$ cat src/rtl/core/sps_pkg.sv
// ----------------------------------------------------------------------------
// sps_pkg
// Shared types, codes and helpers for the stepper phase sequencer.
// ----------------------------------------------------------------------------
package sps_pkg;

  localparam int STEP_BITS_DEFAULT = 16;
  localparam int WAIT_BITS         = 16;
  localparam int CFG_INDEX_BITS    = 3;
  localparam int CFG_DATA_BITS     = 16;

  localparam logic [WAIT_BITS-1:0] WAIT_MAX = {WAIT_BITS{1'b1}};

  typedef enum logic [CFG_INDEX_BITS-1:0] {
    REG_START_WAIT     = 3'd0,
    REG_END_WAIT       = 3'd1,
    REG_PHASE_CONVERT  = 3'd2,
    REG_ROTATE_FORWARD = 3'd3,
    REG_ROTATE_REVERSE = 3'd4,
    REG_PIN_TABLE      = 3'd5,
    REG_MOTOR_MODES    = 3'd6
  } reg_index_t;

  typedef enum logic [1:0] {
    CMD_NONE       = 2'd0,
    CMD_POWER_ON   = 2'd1,
    CMD_POWER_DOWN = 2'd2
  } driver_cmd_t;

  typedef enum logic {
    OP_TICK  = 1'b0,
    OP_START = 1'b1
  } opcode_t;

  typedef struct packed {
    logic [WAIT_BITS-1:0] start_wait;
    logic [WAIT_BITS-1:0] end_wait;
    logic [7:0]           phase_convert;
    logic [7:0]           rotate_forward;
    logic [7:0]           rotate_reverse;
    logic [7:0]           pin_table;
    logic [3:0]           motor_modes;
  } cfg_t;

  typedef struct packed {
    logic       pin_a;
    logic       pin_b;
    logic       pins_drive;
    logic [1:0] driver_command;
    logic       channel_word;
    logic       focus_busy;
    logic       zoom_busy;
  } result_t;

  function automatic logic [1:0] entry2(input logic [7:0] tbl, input logic [1:0] idx);
    logic [7:0] sh;
    sh = tbl >> {idx, 1'b0};
    return sh[1:0];
  endfunction

  function automatic logic [WAIT_BITS-1:0] sat_inc(input logic [WAIT_BITS-1:0] v);
    return (v == WAIT_MAX) ? WAIT_MAX : v + 1'b1;
  endfunction

endpackage

$ cat src/rtl/core/sps_cfg_regs.sv
// ----------------------------------------------------------------------------
// sps_cfg_regs
// Configuration register file, written through a valid/ready channel.
// ----------------------------------------------------------------------------
module sps_cfg_regs (
  input  logic                               clk,
  input  logic                               rst,
  input  logic                               cfg_valid,
  output logic                               cfg_ready,
  input  logic [sps_pkg::CFG_INDEX_BITS-1:0] cfg_index,
  input  logic [sps_pkg::CFG_DATA_BITS-1:0]  cfg_data,
  output sps_pkg::cfg_t                      cfg
);

  assign cfg_ready = 1'b1;

  always_ff @(posedge clk) begin
    if (rst) begin
      cfg.start_wait     <= 16'd4;
      cfg.end_wait       <= 16'd4;
      cfg.phase_convert  <= 8'd27;
      cfg.rotate_forward <= 8'd228;
      cfg.rotate_reverse <= 8'd27;
      cfg.pin_table      <= 8'd156;
      cfg.motor_modes    <= 4'd0;
    end else if (cfg_valid && cfg_ready) begin
      case (cfg_index)
        sps_pkg::REG_START_WAIT:     cfg.start_wait     <= cfg_data;
        sps_pkg::REG_END_WAIT:       cfg.end_wait       <= cfg_data;
        sps_pkg::REG_PHASE_CONVERT:  cfg.phase_convert  <= cfg_data[7:0];
        sps_pkg::REG_ROTATE_FORWARD: cfg.rotate_forward <= cfg_data[7:0];
        sps_pkg::REG_ROTATE_REVERSE: cfg.rotate_reverse <= cfg_data[7:0];
        sps_pkg::REG_PIN_TABLE:      cfg.pin_table      <= cfg_data[7:0];
        sps_pkg::REG_MOTOR_MODES:    cfg.motor_modes    <= cfg_data[3:0];
        default: ;
      endcase
    end
  end

endmodule

$ cat src/rtl/core/sps_core.sv
// ----------------------------------------------------------------------------
// sps_core
// Motor state registers and the combinational start/tick update.
// ----------------------------------------------------------------------------
module sps_core #(
  parameter int STEP_BITS = sps_pkg::STEP_BITS_DEFAULT
) (
  input  logic                        clk,
  input  logic                        rst,
  input  logic                        accept,
  input  logic                        opcode,
  input  logic                        motor_select,
  input  logic signed [STEP_BITS-1:0] step_count,
  input  sps_pkg::cfg_t               cfg,
  output sps_pkg::result_t            result
);

  localparam int WB = sps_pkg::WAIT_BITS;

  logic [WB-1:0]             start_counter, start_counter_next;
  logic [WB-1:0]             end_counter, end_counter_next;
  logic                      tick_enable, tick_enable_next;
  logic signed [STEP_BITS:0] remaining_steps [2];
  logic signed [STEP_BITS:0] remaining_steps_next [2];
  logic [2:0]                resume_phase [2];
  logic [2:0]                resume_phase_next [2];
  logic [1:0]                phase_accum [2];
  logic [1:0]                phase_accum_next [2];
  logic [1:0]                saved_pins [2];
  logic [1:0]                saved_pins_next [2];
  logic [1:0]                motor_busy, motor_busy_next;

  logic                      sel;
  logic                      sel_found;
  logic signed [STEP_BITS:0] s_ext;
  logic signed [STEP_BITS:0] r_cur;
  logic signed [STEP_BITS:0] r_new;
  logic                      pos;
  logic [1:0]                stage;
  logic [1:0]                tbl_idx;
  logic [1:0]                pins;
  logic                      rev;

  always_comb begin
    start_counter_next   = start_counter;
    end_counter_next     = end_counter;
    tick_enable_next     = tick_enable;
    remaining_steps_next = remaining_steps;
    resume_phase_next    = resume_phase;
    phase_accum_next     = phase_accum;
    saved_pins_next      = saved_pins;
    motor_busy_next      = motor_busy;
    result               = '0;

    s_ext     = {step_count[STEP_BITS-1], step_count};
    sel_found = (remaining_steps[0] != '0) || (remaining_steps[1] != '0);
    sel       = (remaining_steps[0] == '0);
    r_cur     = remaining_steps[sel];
    pos       = (r_cur > 0);
    stage     = (pos == resume_phase[sel][2]) ? resume_phase[sel][1:0]
                : sps_pkg::entry2(cfg.phase_convert, resume_phase[sel][1:0]);
    stage     = stage + phase_accum[sel];
    rev       = cfg.motor_modes[sel];
    tbl_idx   = sps_pkg::entry2((pos != rev) ? cfg.rotate_forward : cfg.rotate_reverse,
                                stage);
    pins      = sps_pkg::entry2(cfg.pin_table, tbl_idx);
    r_new     = pos ? r_cur - 1'b1 : r_cur + 1'b1;

    if (accept) begin
      if (opcode == sps_pkg::OP_START) begin
        if (step_count != '0) begin
          motor_busy_next[motor_select]      = 1'b1;
          result.pin_a                       = saved_pins[motor_select][0];
          result.pin_b                       = saved_pins[motor_select][1];
          result.pins_drive                  = 1'b1;
          result.driver_command              = sps_pkg::CMD_POWER_ON;
          result.channel_word                = cfg.motor_modes[2 + motor_select];
          phase_accum_next[motor_select]     = '0;
          remaining_steps_next[motor_select] = step_count[STEP_BITS-1] ? s_ext - 1'b1
                                                                       : s_ext + 1'b1;
          tick_enable_next                   = 1'b1;
        end
      end else if (tick_enable) begin
        start_counter_next = sps_pkg::sat_inc(start_counter);
        if (start_counter_next <= cfg.start_wait) begin
          end_counter_next = '0;
        end else if (!sel_found) begin
          tick_enable_next      = 1'b0;
          result.driver_command = sps_pkg::CMD_POWER_DOWN;
          motor_busy_next       = '0;
        end else if ((r_cur > 1) || (r_cur < -1)) begin
          phase_accum_next[sel]     = phase_accum[sel] + 1'b1;
          result.pin_a              = pins[0];
          result.pin_b              = pins[1];
          result.pins_drive         = 1'b1;
          remaining_steps_next[sel] = r_new;
          if ((r_new == 1) || (r_new == -1)) begin
            saved_pins_next[sel]   = pins;
            resume_phase_next[sel] = {(r_new == 1), stage + 1'b1};
          end
        end else begin
          end_counter_next = sps_pkg::sat_inc(end_counter);
          if (end_counter_next > cfg.end_wait) begin
            tick_enable_next          = 1'b0;
            remaining_steps_next[sel] = '0;
            result.driver_command     = sps_pkg::CMD_POWER_DOWN;
            motor_busy_next[sel]      = 1'b0;
            start_counter_next        = '0;
          end
        end
      end
    end

    result.focus_busy = motor_busy_next[0];
    result.zoom_busy  = motor_busy_next[1];
  end

  always_ff @(posedge clk) begin
    if (rst) begin
      start_counter   <= '0;
      end_counter     <= '0;
      tick_enable     <= 1'b0;
      remaining_steps <= '{default: '0};
      resume_phase    <= '{default: '0};
      phase_accum     <= '{default: '0};
      saved_pins      <= '{default: '0};
      motor_busy      <= '0;
    end else begin
      start_counter   <= start_counter_next;
      end_counter     <= end_counter_next;
      tick_enable     <= tick_enable_next;
      remaining_steps <= remaining_steps_next;
      resume_phase    <= resume_phase_next;
      phase_accum     <= phase_accum_next;
      saved_pins      <= saved_pins_next;
      motor_busy      <= motor_busy_next;
    end
  end

endmodule

$ cat src/rtl/core/sps_out_buf.sv
// ----------------------------------------------------------------------------
// sps_out_buf
// Result register with a skid entry so one more result is accepted under stall.
// ----------------------------------------------------------------------------
module sps_out_buf (
  input  logic             clk,
  input  logic             rst,
  input  logic             push,
  input  sps_pkg::result_t push_data,
  output logic             full,
  output logic             out_valid,
  input  logic             out_stall,
  output sps_pkg::result_t out_data
);

  logic             skid_valid;
  sps_pkg::result_t skid_data;

  assign full = skid_valid;

  always_ff @(posedge clk) begin
    if (rst) begin
      out_valid  <= 1'b0;
      skid_valid <= 1'b0;
    end else if (!out_valid || !out_stall) begin
      if (skid_valid) begin
        out_valid  <= 1'b1;
        skid_valid <= 1'b0;
      end else begin
        out_valid  <= push;
      end
    end else if (push) begin
      skid_valid <= 1'b1;
    end
  end

  always_ff @(posedge clk) begin
    if (!out_valid || !out_stall) begin
      if (skid_valid) begin
        out_data <= skid_data;
      end else if (push) begin
        out_data <= push_data;
      end
    end else if (push) begin
      skid_data <= push_data;
    end
  end

endmodule

$ cat src/rtl/core/stepper_phase_sequencer.sv
// ----------------------------------------------------------------------------
// stepper_phase_sequencer
// Two-motor (focus, zoom) stepper phase sequencer.
//
// Input channel (in_valid/in_stall): opcode 1 starts a move on motor_select
// with a signed step_count, opcode 0 is a step timer tick. Every input
// transaction yields exactly one result transaction on the output channel
// (out_valid/out_stall) carrying pin levels, pins_drive, driver_command,
// channel_word and both busy flags.
// Each result is registered in the output register, or in the skid entry
// under stall; one transaction is taken per cycle while in_stall is low.
// When the receiver stalls, one more result is held in a skid entry; in_stall
// rises only when that entry is full, and clears as the receiver drains.
// Configuration (cfg_valid/cfg_ready, cfg_index, cfg_data) is always ready
// and is to be written while the block is idle; unknown indexes are ignored.
// Synchronous reset loads the default tables and waits, clears all motor
// state, stops ticking and empties the output register.
// ----------------------------------------------------------------------------
module stepper_phase_sequencer #(
  parameter int STEP_BITS = sps_pkg::STEP_BITS_DEFAULT
) (
  input  logic                               clk,
  input  logic                               rst,
  input  logic                               in_valid,
  output logic                               in_stall,
  input  logic                               opcode,
  input  logic                               motor_select,
  input  logic signed [STEP_BITS-1:0]        step_count,
  output logic                               out_valid,
  input  logic                               out_stall,
  output logic                               pin_a,
  output logic                               pin_b,
  output logic                               pins_drive,
  output logic [1:0]                         driver_command,
  output logic                               channel_word,
  output logic                               focus_busy,
  output logic                               zoom_busy,
  input  logic                               cfg_valid,
  output logic                               cfg_ready,
  input  logic [sps_pkg::CFG_INDEX_BITS-1:0] cfg_index,
  input  logic [sps_pkg::CFG_DATA_BITS-1:0]  cfg_data
);

  sps_pkg::cfg_t    cfg;
  sps_pkg::result_t core_result;
  sps_pkg::result_t out_data;
  logic             accept;
  logic             buf_full;

  assign in_stall = buf_full;
  assign accept   = in_valid && !in_stall;

  sps_cfg_regs u_cfg (
    .clk       (clk),
    .rst       (rst),
    .cfg_valid (cfg_valid),
    .cfg_ready (cfg_ready),
    .cfg_index (cfg_index),
    .cfg_data  (cfg_data),
    .cfg       (cfg)
  );

  sps_core #(
    .STEP_BITS (STEP_BITS)
  ) u_core (
    .clk          (clk),
    .rst          (rst),
    .accept       (accept),
    .opcode       (opcode),
    .motor_select (motor_select),
    .step_count   (step_count),
    .cfg          (cfg),
    .result       (core_result)
  );

  sps_out_buf u_out (
    .clk       (clk),
    .rst       (rst),
    .push      (accept),
    .push_data (core_result),
    .full      (buf_full),
    .out_valid (out_valid),
    .out_stall (out_stall),
    .out_data  (out_data)
  );

  assign pin_a          = out_data.pin_a;
  assign pin_b          = out_data.pin_b;
  assign pins_drive     = out_data.pins_drive;
  assign driver_command = out_data.driver_command;
  assign channel_word   = out_data.channel_word;
  assign focus_busy     = out_data.focus_busy;
  assign zoom_busy      = out_data.zoom_busy;

endmodule
$ cat config.mk
export PLATFORM = sky130hd
export DESIGN_NAME = stepper_phase_sequencer
export DESIGN_NICKNAME = d
export VERILOG_FILES = /design/src/rtl/core/sps_pkg.sv /design/src/rtl/core/sps_cfg_regs.sv /design/src/rtl/core/sps_core.sv /design/src/rtl/core/sps_out_buf.sv /design/src/rtl/core/stepper_phase_sequencer.sv
export SDC_FILE = /design/constraint.sdc
export NUM_CORES = 1
export LEC_CHECK = 0
export BUFFER_PORTS_ARGS = -buffer_cell sky130_fd_sc_hd__buf_4
export CAP_MARGIN = 10
export CORE_MARGIN = 2
export CORE_UTILIZATION = 59
export DETAILED_ROUTE_END_ITERATION = 12
export GPL_TIMING_DRIVEN = 0
export PLACE_DENSITY = 0.88
export SYNTH_ARGS = -nofsm -noshare
export SYNTH_HDL_FRONTEND = slang
export SYNTH_HIERARCHICAL = 1
export SYNTH_SLANG_ARGS = --single-unit
$ cat constraint.sdc
create_clock -name clk -period 8.73 [get_ports clk]
set_input_delay 0.4365 -clock clk [delete_from_list [all_inputs] [get_ports clk]]
set_output_delay 0.4365 -clock clk [all_outputs]
set_load 0.01 [all_outputs]
# Word-level counts from Yosys, hierarchy flattened
# Cells that the tools add are included.
word_totals:
  regBits: 169
  input_bits: 42
  output_inout_bits: 11
op_classes:
  magnitude_cmp: 15
  shift: 3
  bitwise_logic: 12
  n_reduce_logical: 39
  mux: 89
  eq_ne: 15
  addsub: 10
ops:
  columns: ["op", "count"]
  rows:
  - ["34-bit 2-to-1 mux", 7]
  - ["16-bit 2-to-1 mux", 9]
  - ["17-bit 2-to-1 mux", 7]
  - ["34-bit bitwise mux", 2]
  - ["2-bit 2-to-1 mux", 20]
  - ["34-bit AND", 1]
  - ["17-bit demux with 1-bit select", 2]
  - ["34-bit NOT", 1]
  - ["17-bit nonzero test", 2]
  - ["16-bit by 1-bit adder with 16-bit output (second input constant)", 2]
  - ["16-bit equality test (second input constant)", 2]
  - ["32-bit by 3-bit < comparator with 1-bit output (second input constant)", 1]
  - ["4-bit 2-to-1 mux", 6]
  - ["8-bit 2-to-1 mux", 3]
  - ["8-bit by 3-bit right shift with 2-bit output", 3]
  - ["2-bit AND reduction", 10]
  - ["3-bit 2-to-1 mux", 6]
  - ["16-bit by 2-bit adder with 17-bit output (second input constant)", 1]
  - ["17-bit by 1-bit adder with 17-bit output (second input constant)", 1]
  - ["17-bit by 1-bit equality test with 1-bit output (second input constant)", 1]
  - ["17-bit by 2-bit equality test with 1-bit output (second input constant)", 1]
  - ["17-bit by 1-bit greater-than comparator with 1-bit output (second input constant)", 1]
  - ["17-bit by 2-bit greater-than comparator with 1-bit output (second input constant)", 1]
  - ["17-bit zero test", 1]
  - ["other kinds (48)", 92]

# Depth between registers and ports, before layout
# Gate-level depths: netlist of the first run.
logic_depth:
  depth_word: 18
  depth_mapped: 24
  depth_no_buf: 22

# By module
# The synthesis of the first run kept the hierarchy.
modules_own_cells:
  columns: ["module", "seq_area_each_um2", "n_inst", "area_per_inst_um2", "cells_per_inst"]
  rows:
  - ["sps_core", 1661.6, 1, 7881.3, 1028]
  - ["sps_cfg_regs", 1361.3, 1, 2782.7, 262]
  - ["sps_out_buf", 520.5, 1, 680.7, 33]
  - ["stepper_phase_sequencer", 0.0, 1, 13.8, 1]

# Worst setup path before layout of the first run
# Ideal clock, no wire load.
synth_timing:
  path_kind: "register -> register"
  from: "reg u_core.start_counter[0]"
  to: "reg u_core/saved_pins[1] (netlist bit)"
  slack_ns: 4.067
  synth_period_minus_slack_ns: 4.663
  arrival_time_ns: 4.541
  path_stages_with_launch: 23
  t_required_ns: 8.608
  path_buffers: 1
  setup_time_ns: 0.122
  cell_sequence: "dfxtp_1 ha_1 and3_1 and3_1 and3_1 and3_1 and3_1 nand2_1 or2_2 clkbuf_1 nand2_1 ha_1 a211oi_1 o21bai_1 a21o_1 a2111o_1 and2_1 o2111a_1 nor2b_1 a32oi_1 nor2_1 nand3b_1 nand3_1"
synth_between:
  elab_chain_cells: 5
synth_lines:
  columns: ["element", "line", "text"]
  rows:
  - ["from (decl)", "sps_core.sv:20", "logic [WB-1:0] start_counter, start_counter_next;"]
  - ["from (signal assigned)", "sps_core.sv:129", "start_counter <= start_counter_next;"]
  - ["16-bit by 1-bit adder with 16-bit output or 16-bit equality test (tied branches)", "sps_pkg.sv:62", "return (v == WAIT_MAX) ? WAIT_MAX : v + 1'b1;"]
  - ["16-bit 2-to-1 mux *", "sps_pkg.sv:62", null]
  - ["16-bit <= comparator *", "sps_core.sv:85", "if (start_counter_next <= cfg.start_wait) begin"]
  - ["1-bit NOT (no line) *", null, null]
  - ["7-bit AND reduction (no line) *", null, null]
  - ["to (signal assigned)", "sps_core.sv:135", "saved_pins <= saved_pins_next;"]
  - ["to (decl)", "sps_core.sv:29", "logic [1:0] saved_pins [2];"]
# Every way passes the cells marked *; elsewhere a longest branch is shown, timed or not.
# A chain may end at the register's enable or synchronous reset.

# Worst setup path in the final report of the first run
layout_timing:
  from: "reg u_core.end_counter[0]"
  to: "reg u_core/remaining_steps[23] (netlist bit)"
layout_between:
  elab_chain_cells: 5
layout_lines:
  columns: ["element", "line", "text"]
  rows:
  - ["from (decl)", "sps_core.sv:21", "logic [WB-1:0] end_counter, end_counter_next;"]
  - ["from (signal assigned)", "sps_core.sv:130", "end_counter <= end_counter_next;"]
  - ["16-bit by 1-bit adder with 16-bit output or 16-bit equality test (tied branches)", "sps_pkg.sv:62", null]
  - ["16-bit 2-to-1 mux *", "sps_pkg.sv:62", null]
  - ["16-bit greater-than comparator *", "sps_core.sv:103", "if (end_counter_next > cfg.end_wait) begin"]
  - ["3-bit nonzero test (no line) *", null, null]
  - ["6-bit AND reduction (no line) *", null, null]
  - ["to (signal assigned)", "sps_core.sv:132", "remaining_steps <= remaining_steps_next;"]
  - ["to (decl)", "sps_core.sv:23", "logic signed [STEP_BITS:0] remaining_steps [2];"]
# Marks and branches as above.

==> flow_summary.toml, run 1 <==
[yosys]
syn-num-nets = 1435
yosysUniqueCellTypes = 81
ys.flop_type = "dfxtp_1"
ys_async_sr_fraction_pct = 0
syn_inst = 1324
post_synth.cell_area_avg_um2 = 8.58
ys_warn_count = 6
synth_edf_count = 16
syn_area_um2 = 11400
ys_ff_latch = 169
ys_seq_area_share_pct = 31.2

[timing]
worst_slack_ns = 2.99
setup_tns_ns = 0
drv_slew = 0
grt_setup_unrepaired = "no"
timing.final.hold_violations = 0
period_minus_slack_ns = 5.74
tightest_slew_ns = 0.812
finClkSkew_ns = 0.0104
slew-limit-headroom_pct = 45.9
finalCritPeriodShare_pct = 65.7
setup_viol = 0
max_freq_mhz = 174

[route]
drc = 0
wl_per_cell_um = 20.2
vias = 10700
drt_first_iter_violations = 1445
viasPerCell = 6.56
ant_nets = 0
wl_mm = 33.0
drt_first_pass_iters = 6

[critical_path]
critPathMaxFanout = 10
cpMaxStageDelayCell = "nor3_1"
worst_ep_arrival_time_ns = 6.05
slowest_delay_ns = 0.48
cp_top_family = "compound AO/OA/AOI/OAI gates"
cp_num_cells = 21
critPathLaunchType = "flop"
endpoint_kind = "flop"
r2r_cells = 21
crit_chain = "ha_1 -> and3_1 -> nand3_1 -> nor3_1 -> and2_1 -> nand2b_1 -> clkbuf_1 -> nand2_1 -> ha_1 -> a21o_1 -> a21o_1 -> a211o_1 -> a21oi_1 -> o21ai_0 -> o21bai_1 -> a211oi_1 -> o21ai_1 -> nand3b_1 -> nor2_1 -> buf_4 -> a22o_1"
worstPathRequired_ns = 9.05
path_buf_inv = 2
setup.worst_path.class = "flop to flop"

[power_and_ir_drop]
vdd_drop_max_mv = 0.380
combinationalPowerShare_pct = 66.3
clockPowerShare_pct = 16.5
seq_power_share_pct = 17.3
p_total_uw = 4950
p_sw_uw = 2390
power.internal_uw = 2560
power.density_nw_per_um2 = 392
p_leak_uw = 0.00553
swShare_pct = 48.3

[clocking]
cts_hold_buf = 0
cts_tree = "yes"
cts_setup_buffers = 0
cts-buffers-inserted = 17
cts_resized = 0
cts_buffer_depth = 2
clk_pin_slew_ns = 0.07
root_buffer = "clkbuf_16"
clk_latency_ns = 0.43
htree_levels = 4
cts_num_sinks = 169

[layout]
n_antenna_cell = 0
mostFrequentLayoutCell = "dfxtp_1"
nFillCells = 1474
drive_gt1_share_pct = 9.64
area_delta_synth_final_pct = 11.2
num-nets-final = 1499
final_cell_mix = "dfxtp_1 (153), nor2_1 (104), mux2i_1 (93), nand2_1 (93), nand2b_1 (73)"

[grt]
grt_max_degree = 18
antenna_found_initial = 0
grt_pass1_wl_mm = 52.0
track_usage_pct = 32.2
grt_overflow_total = 0
grt_pass1_vias = 9879

[place]
place.gp.congestion = 0.991
portBuffers = 45
place_ws_ns = 3.31
post-dp-hpwl_mm = 24.5

[outcome]
outcome = "finished clean"

[flow_run]
max_cap_viol_count = 0

[floorplanning]
die_w_um = 143
die_y_um = 143
coreArea_um2 = 18800
initial_utilization_pct = 60.5
ios = 53
rows = 50
design.die.area_um2 = 20400

[min_path]
hold_depth = 3
hold_path.class = "input port to flop"
power by group through the flow:
stage	sequential [uW]	combinational, uW	clock, uW
2_1_floorplan	859	2370	0
3_3_place_gp	869	3050	0
3_5_place_dp	869	3120	0
4_1_cts	853	3150	821
5_1_grt	857	3490	852
6_report	855	3280	817
cell type report:
| type | instances | area (um2) | area share, % |
|---|---|---|---|
| Buffer | 71 | 339 | 2.68 |
| Clock buffer | 24 | 512 | 4.05 |
| Clock inverter | 8 | 131 | 1.04 |
| Inverter | 60 | 225 | 1.78 |
| Multi-Input combinational cell | 1024 | 7250 | 57.4 |
| Sequential cell | 169 | 3540 | 28.1 |
| Tap cell | 234 | 293 | 2.32 |
| Timing Repair Buffer | 45 | 338 | 2.67 |
worst paths after layout:
kind | slack (ns) | from | endpoint
max | 2.99 | u_core/end_counter[0] | u_core/remaining_steps[23]
min | 0.27 | cfg_data[6] | u_cfg/cfg[26]
max reg2reg | 2.99 | u_core/end_counter[0] | u_core/remaining_steps[23]
min reg2reg | 0.46 | u_core/resume_phase[3] | u_core/resume_phase[3]
per-layer routing:
| metal | share of wire (%) | up-vias | track usage (%) |
|---|---|---|---|
| met4 | 2.1 | 0 | 9.48 |
| li1 | - | 4958 | - |
| met5 | 0 | - | 0 |
| met3 | 10 | 67 | 5.57 |
| met2 | 44 | 655 | 50.2 |
| met1 | 43 | 5044 | 45.9 |
worst register-to-register path, stage by stage, from the launching register on:
cell and delay [ns]:
dfxtp_1 0.40, ha_1 0.26, and3_1 0.27, nand3_1 0.16, nor3_1 0.48, and2_1 0.26
nand2b_1 0.18, clkbuf_1 0.26, nand2_1 0.13, ha_1 0.26, a21o_1 0.21, a21o_1 0.19
a211o_1 0.30, a21oi_1 0.14, o21ai_0 0.12, o21bai_1 0.43, a211oi_1 0.18, o21ai_1 0.39
nand3b_1 0.42, nor2_1 0.14, buf_4 0.22, a22o_1 0.22
Yosys cell counts, types with 7 or more instances:
cell / number / area share, %
mux2_4: 9 / 1.2
and3_1: 30 / 1.7
a22oi_1: 15 / 0.99
nand4_1: 14 / 0.77
dfxtp_1: 153 / 27
buf_2: 8 / 0.35
nand2_1: 93 / 3.1
xor2_1: 15 / 1.2
nand3b_1: 13 / 0.86
or2_2: 9 / 0.50
a22o_1: 27 / 2.1
o21a_1: 12 / 0.79
nor4_1: 15 / 0.83
a21o_1: 20 / 1.3
nand3_1: 34 / 1.5
a31oi_1: 10 / 0.55
nand2b_1: 73 / 4.0
or3_1: 8 / 0.44
a211oi_1: 9 / 0.59
inv_1: 59 / 1.9
nor2b_1: 22 / 1.2
a21oi_1: 62 / 2.7
edfxtp_1: 16 / 4.2
a41oi_1: 17 / 1.3
xnor2_1: 33 / 2.5
nor3_1: 24 / 1.1
o211ai_1: 7 / 0.46
mux2i_1: 93 / 8.2
o21ai_0: 53 / 2.3
o21bai_1: 7 / 0.46
nor2_1: 104 / 3.4
and2_1: 14 / 0.77
clkbuf_1: 51 / 1.7
ha_1: 67 / 7.4
o22ai_1: 28 / 1.5
kinds of logic after synthesis:
| logic type | synth area share, % |
|---|---|
| xor+xnor | 3.70 |
| simple gates | 22.3 |
| mux | 11.4 |
| fa+ha+maj | 7.73 |
| flops | 31.2 |
| buf+inv | 4.97 |
| other cells | 0.0330 |
| compound gates | 18.7 |
stage by stage:
| step | util [%] | instances | hold slack, ns | instance area (um2) |
|---|---|---|---|---|
| after floorplan | - | 1324 | 0.432 | 11400 |
| after global placement | 63.9 | 1603 | 0.444 | 12000 |
| after detailed placement | 63.9 | 1603 | 0.454 | 12000 |
| after CTS | 67.3 | 1635 | 0.262 | 12600 |
| after global routing | 67.3 | 1635 | 0.265 | 12600 |
| final | 67.3 | 1635 | 0.271 | 12600 |
registers in the layout, indices dropped and copies added (netlist names), 4 cells and up:
register                count
u_core/resume_phase         6
u_core/remaining_steps     34
u_core/start_counter       16
u_core/saved_pins           4
u_core/phase_accum          4
u_out/out_data              8
u_core/end_counter         16
u_out/skid_data             8
u_cfg/cfg                  68
Power figures use the tool's default switching activity.
==> run 2: changes to the inputs <==
--- a/config.mk
+++ b/config.mk
@@ -8,10 +8,10 @@
 export BUFFER_PORTS_ARGS = -buffer_cell sky130_fd_sc_hd__buf_4
 export CAP_MARGIN = 10
 export CORE_MARGIN = 2
-export CORE_UTILIZATION = 59
+export CORE_UTILIZATION = 57
 export DETAILED_ROUTE_END_ITERATION = 12
 export GPL_TIMING_DRIVEN = 0
-export PLACE_DENSITY = 0.88
+export PLACE_DENSITY = 0.89
 export SYNTH_ARGS = -nofsm -noshare
 export SYNTH_HDL_FRONTEND = slang
 export SYNTH_HIERARCHICAL = 1
==> constraint.sdc (replaced) <==
create_clock -name clk -period 5 [get_ports clk]
set_input_delay 0.25 -clock clk [delete_from_list [all_inputs] [get_ports clk]]
set_output_delay 0.25 -clock clk [all_outputs]
set_load 0.01 [all_outputs]
==> flow_summary.toml, run 2 (synthesis gave the netlist of run 1 again) <==
[outcome]
outcome = "finished clean"

[power_and_ir_drop]
p_sw_uw = 4500
clockPowerShare_pct = 15.2
p_total_uw = 9320
p_leak_uw = 0.00572
combinationalPowerShare_pct = 68.8
swShare_pct = 48.3
seq_power_share_pct = 16.1
power.density_nw_per_um2 = 707
power.internal_uw = 4820
vdd_drop_max_mv = 0.655

[floorplanning]
ios = 53
design.die.area_um2 = 21100
coreArea_um2 = 19500
initial_utilization_pct = 58.2
die_y_um = 145
die_w_um = 145
rows = 51

[grt]
grt_overflow_total = 0
grt_pass1_vias = 10700
grt_pass1_wl_mm = 52.0
grt_max_degree = 18
track_usage_pct = 29.8
antenna_found_initial = 0

[critical_path]
worst_ep_arrival_time_ns = 5.27
critPathLaunchType = "flop"
worstPathRequired_ns = 5.36
setup.worst_path.class = "flop to flop"
worst-r2r-setup-slack_ns = 0.08
critPathMaxFanout = 17
reg2reg_from = "u_core/remaining_steps[19]"
regToRegEndpoint = "u_core/resume_phase[3]"
endpoint_kind = "flop"
r2r_cells = 19

[layout]
seq_area_um2 = 3550
top_register = "u_cfg/cfg"
multi_input_area_um2 = 7610
n_antenna_cell = 0
nFillCells = 1452
fin_util_pct = 67.5
drive_gt1_share_pct = 15.5
largest_register_ffs = 68
top_regs = "u_cfg/cfg (68), u_core/remaining_steps (34)"
num-nets-final = 1514
area_delta_synth_final_pct = 16.1
mostFrequentLayoutCell = "dfxtp_1"
final_cell_mix = "dfxtp_1 (151), nor2_1 (98), nand2_1 (91)"

[timing]
max_freq_mhz = 203
period_minus_slack_ns = 4.92
worst_slack_ns = 0.0841
timing.final.hold_violations = 0
slew-limit-headroom_pct = 44.6
setup_viol = 0
grt_setup_unrepaired = "yes"
drv_slew = 0
tightest_slew_ns = 0.830
hold_slack_ns = 0.0367
finalCritPeriodShare_pct = 98.3
finClkSkew_ns = 0.0125
setup_tns_ns = 0

[clocking]
clk_latency_ns = 0.44
cts-buffers-inserted = 17
cts_hold_buf = 0
cts_num_sinks = 169
cts_tree = "yes"
root_buffer = "clkbuf_16"
clk_pin_slew_ns = 0.07
htree_levels = 4
cts_buffer_depth = 2

[min_path]
hold_start = "rst"
min_to = "u_out/out_valid"
hold_path.class = "input port to flop"
hold_depth = 2

[route]
wl_per_cell_um = 19.5
drt_first_iter_violations = 1043
ant_nets = 0
vias = 10900
viasPerCell = 6.46
drt_first_pass_iters = 5
drc = 0
wl_mm = 32.8

[flow_run]
max_cap_viol_count = 0

[place]
post-dp-hpwl_mm = 23.2
portBuffers = 45
place_ws_ns = -0.534
place.gp.congestion = 0.950
==> run 2: metal layers <==
metal,up-vias,track usage [%],share of wire [%]
met4,0,15.0,4.8
met1,5129,36.3,39
met5,-,0,0
li1,4995,-,-
met3,145,4.75,7.6
met2,590,51.1,48
==> run 2: layout make-up <==
cell class              count  share of cell area [%]
plain buffers              67                    2.67
clock buffers              19                    3.43
clock inverters            13                    1.38
inverters                  60                    1.75
multi-input cells        1024                    57.7
flip-flops and latches    169                    26.9
well taps                 265                    2.51
repair buffers             64                    3.62
==> run 2: repair_timing <==
item,in CTS,in global routing
gates cloned,0,1
pin swaps,7,12
buffers inserted,9,9
endpoints found under the setup margin,77,85
resized for setup,38,68
==> run 2: metrics by stage <==
stage | cell area (um2) | std cells
after floorplan | 11400 | 1324
after global placement | 12000 | 1634
after detailed placement | 12000 | 1634
after CTS | 12900 | 1674
after global routing | 13200 | 1681
final | 13200 | 1681
==> run 2: how the worst max path moves through the flow <==
stage                                    start                         end  slack, ns  cells past startpoint
floorplan              u_core/start_counter[0]        u_core/saved_pins[1]       0.34                     22
global placement       u_core/start_counter[0]  u_core/remaining_steps[12]      -0.44                     23
detailed placement     u_core/start_counter[0]        u_core/saved_pins[2]      -0.53                     22
CTS                 u_core/remaining_steps[19]      u_core/resume_phase[3]       0.01                     19
global route        u_core/remaining_steps[19]      u_core/resume_phase[3]      -0.09                     19
finish              u_core/remaining_steps[19]      u_core/resume_phase[3]       0.08                     19
==> run 2: power by group through the flow <==
stage / Sequential [uW] / Clock, uW / Combinational [uW]
6_report: 1500 / 1410 / 6410
5_1_grt: 1500 / 1480 / 6820
2_1_floorplan: 1500 / 0 / 4140
3_3_place_gp: 1520 / 0 / 5220
3_5_place_dp: 1520 / 0 / 5390
4_1_cts: 1490 / 1420 / 5670
==> run 2: worst max-delay path: stages (launching register included) <==
cell and delay [ns]:
dfxtp_1 0.43, nor2_1 0.08, and3_1 0.20, clkbuf_2 0.23, a41oi_4 0.34, nand2_2 0.14, inv_6 0.20, ha_4 0.25
and2_1 0.15, clkbuf_4 0.18, o211ai_1 0.16, nand3b_1 0.13, xnor2_1 0.21, or4_1 0.52, or4_4 0.46, nor4_4 0.29
buf_4 0.19, a32oi_4 0.18, or2_2 0.33, a21oi_1 0.14
==> run 3: changes to the inputs <==
--- a/config.mk
+++ b/config.mk
@@ -11,7 +11,9 @@
 export CORE_UTILIZATION = 57
 export DETAILED_ROUTE_END_ITERATION = 12
 export GPL_TIMING_DRIVEN = 0
+export HOLD_SLACK_MARGIN = 0.06
 export PLACE_DENSITY = 0.89
+export RECOVER_POWER = 50
 export SYNTH_ARGS = -nofsm -noshare
 export SYNTH_HDL_FRONTEND = slang
 export SYNTH_HIERARCHICAL = 1
==> flow_summary.toml, run 3 (synthesis gave the netlist of run 1 again) <==
[layout]
final_cell_mix = "dfxtp_1 (151), nor2_1 (98), mux2i_1 (91), nand2_1 (91), nand2b_1 (72)"
largest_register_ffs = 68
multi_input_area_um2 = 7590
n_antenna_cell = 0
drive_gt1_share_pct = 14.3
num-nets-final = 1515
mostFrequentLayoutCell = "dfxtp_1"
top_regs = "u_cfg/cfg (68), u_core/remaining_steps (34)"
seq_area_um2 = 3550
top_register = "u_cfg/cfg"
area_delta_synth_final_pct = 15.5
nFillCells = 1480

[clocking]
cts_num_sinks = 169
clk_latency_ns = 0.43
clk_pin_slew_ns = 0.07
htree_levels = 4
root_buffer = "clkbuf_16"
cts-buffers-inserted = 17
cts_buffer_depth = 2
cts_tree = "yes"

[min_path]
hold_path.class = "input port to flop"

[timing]
worst_slack_ns = 0.0812
hold_slack_ns = 0.0838
period_minus_slack_ns = 4.92
finalCritPeriodShare_pct = 98.4
timing.final.hold_violations = 0
drv_slew = 0
slew-limit-headroom_pct = 45.4
finClkSkew_ns = 0.0140
tightest_slew_ns = 0.819
setup_viol = 0
max_freq_mhz = 203
grt_setup_unrepaired = "yes"

[grt]
grt_max_degree = 18
grt_pass1_wl_mm = 52.2
grt_overflow_total = 0
antenna_found_initial = 0
grt_pass1_vias = 10700
track_usage_pct = 29.9

[critical_path]
crit_chain = "nor4_1 -> nand4_1 -> a2111o_1 -> nand2_2 -> inv_6 -> a211o_4 -> o31a_1 -> ha_1 -> xor2_1 -> or4_4 -> o211a_4 -> mux2i_4 -> mux2_4 -> mux2i_1 -> o22ai_1 -> mux2_4"
setup.worst_path.class = "flop to flop"
cpMaxStageDelayCell = "or4_4"
path_buf_inv = 1
critPathMaxFanout = 17
reg2reg_from = "u_core/remaining_steps[8]"
r2r_cells = 16
crit_path_start = "u_core/remaining_steps[8]"
crit_end = "u_out/out_data[7]"
cp_top_family = "compound AO/OA/AOI/OAI gates"
worstPathRequired_ns = 5.19
cp_num_cells = 16
cpMostUsedCell = "mux2_4"
worst_ep_arrival_time_ns = 5.11
critPathLaunchType = "flop"
worst-r2r-setup-slack_ns = 0.08
endpoint_kind = "flop"
regToRegEndpoint = "u_out/out_data[7]"
slowest_delay_ns = 0.51

[floorplanning]
die_y_um = 145
die_w_um = 145
coreArea_um2 = 19500
rows = 51
initial_utilization_pct = 58.2
ios = 53
design.die.area_um2 = 21100

[power_and_ir_drop]
p_leak_uw = 0.00567
power.density_nw_per_um2 = 708
vdd_drop_max_mv = 0.655

[place]
post-dp-hpwl_mm = 23.2
place_ws_ns = -0.534
place.gp.congestion = 0.950
portBuffers = 45

[route]
drc = 0
drt_first_pass_iters = 7
drt_first_iter_violations = 998
vias = 10900
wl_mm = 33.0
ant_nets = 0
viasPerCell = 6.46
wl_per_cell_um = 19.6

[flow_run]
max_cap_viol_count = 0

[outcome]
outcome = "finished clean"
[run 3: cell types whose count changed in the layout (fill, tap and decap cells not counted), moves of 2 or more]
cell,before,now
buf_4,72,60
mux2_1,0,2
mux2_4,13,11
clkbuf_1,38,51
[run 3: tightest hold or removal path, delay by kind of cell]
family,cells,cell delay (ns)
buf+inv,1,0.08
simple gates,1,0.04
mux,1,0.11
[run 3: final cells by class]
cell class	instances	share of cell area, %
flip-flops and latches	169	27.0
plain buffers	67	2.62
repair buffers	65	3.38
clock buffers	19	3.45
well taps	265	2.53
clock inverters	13	1.38
inverters	60	1.75
multi-input cells	1024	57.9
[run 3: how the worst min path moves through the flow]
stage,endpoint,slack (ns),from,cells past startpoint
finish,u_cfg/cfg[25],0.08,cfg_data[5],3
global route,u_cfg/cfg[26],0.09,cfg_data[6],3
CTS,u_cfg/cfg[25],0.07,cfg_data[5],3
detailed placement,u_core/resume_phase[3],0.45,u_core/resume_phase[3],2
global placement,u_core/resume_phase[3],0.44,u_core/resume_phase[3],2
floorplan,u_out/out_valid,0.32,rst,1
[run 3: what timing repair did]
action	in CTS	in global routing
pin swaps	7	12
gates cloned	0	1
hold buffers	1	0
setup buffers	9	9
hold endpoints to repair	2	0
resized for setup	38	66
endpoints found under the setup margin	77	85
[run 3: report_power, final]
part / total (uW) / internal, uW / leakage [uW] / switching (uW)
registers: 1500 / 1430 / 0.00139 / 66.5
logic: 6370 / 2570 / 0.00397 / 3800
clock network: 1420 / 790 / 0.000311 / 627
[run 3: through the flow]
stage / cells / cell area, um2 / utilization (%) / power [uW] / TNS, ns
finish: 1682 / 13100 / 67.2 / 9280 / 0
global placement: 1634 / 12000 / 61.6 / 6740 / -16.14
floorplan: 1324 / 11400 / - / 5640 / 0
global route: 1682 / 13100 / 67.2 / 9760 / -0.436
CTS: 1675 / 12900 / 66.2 / 8590 / 0
detailed placement: 1634 / 12000 / 61.6 / 6910 / -20.73
[run 3: metal layers]
layer	GRT usage, %	vias to the layer above	part of all wire, %
met3	4.78	141	7.7
li1	-	4998	-
met4	14.8	0	4.7
met2	51.5	557	48
met1	36.4	5175	39
met5	0	-	0
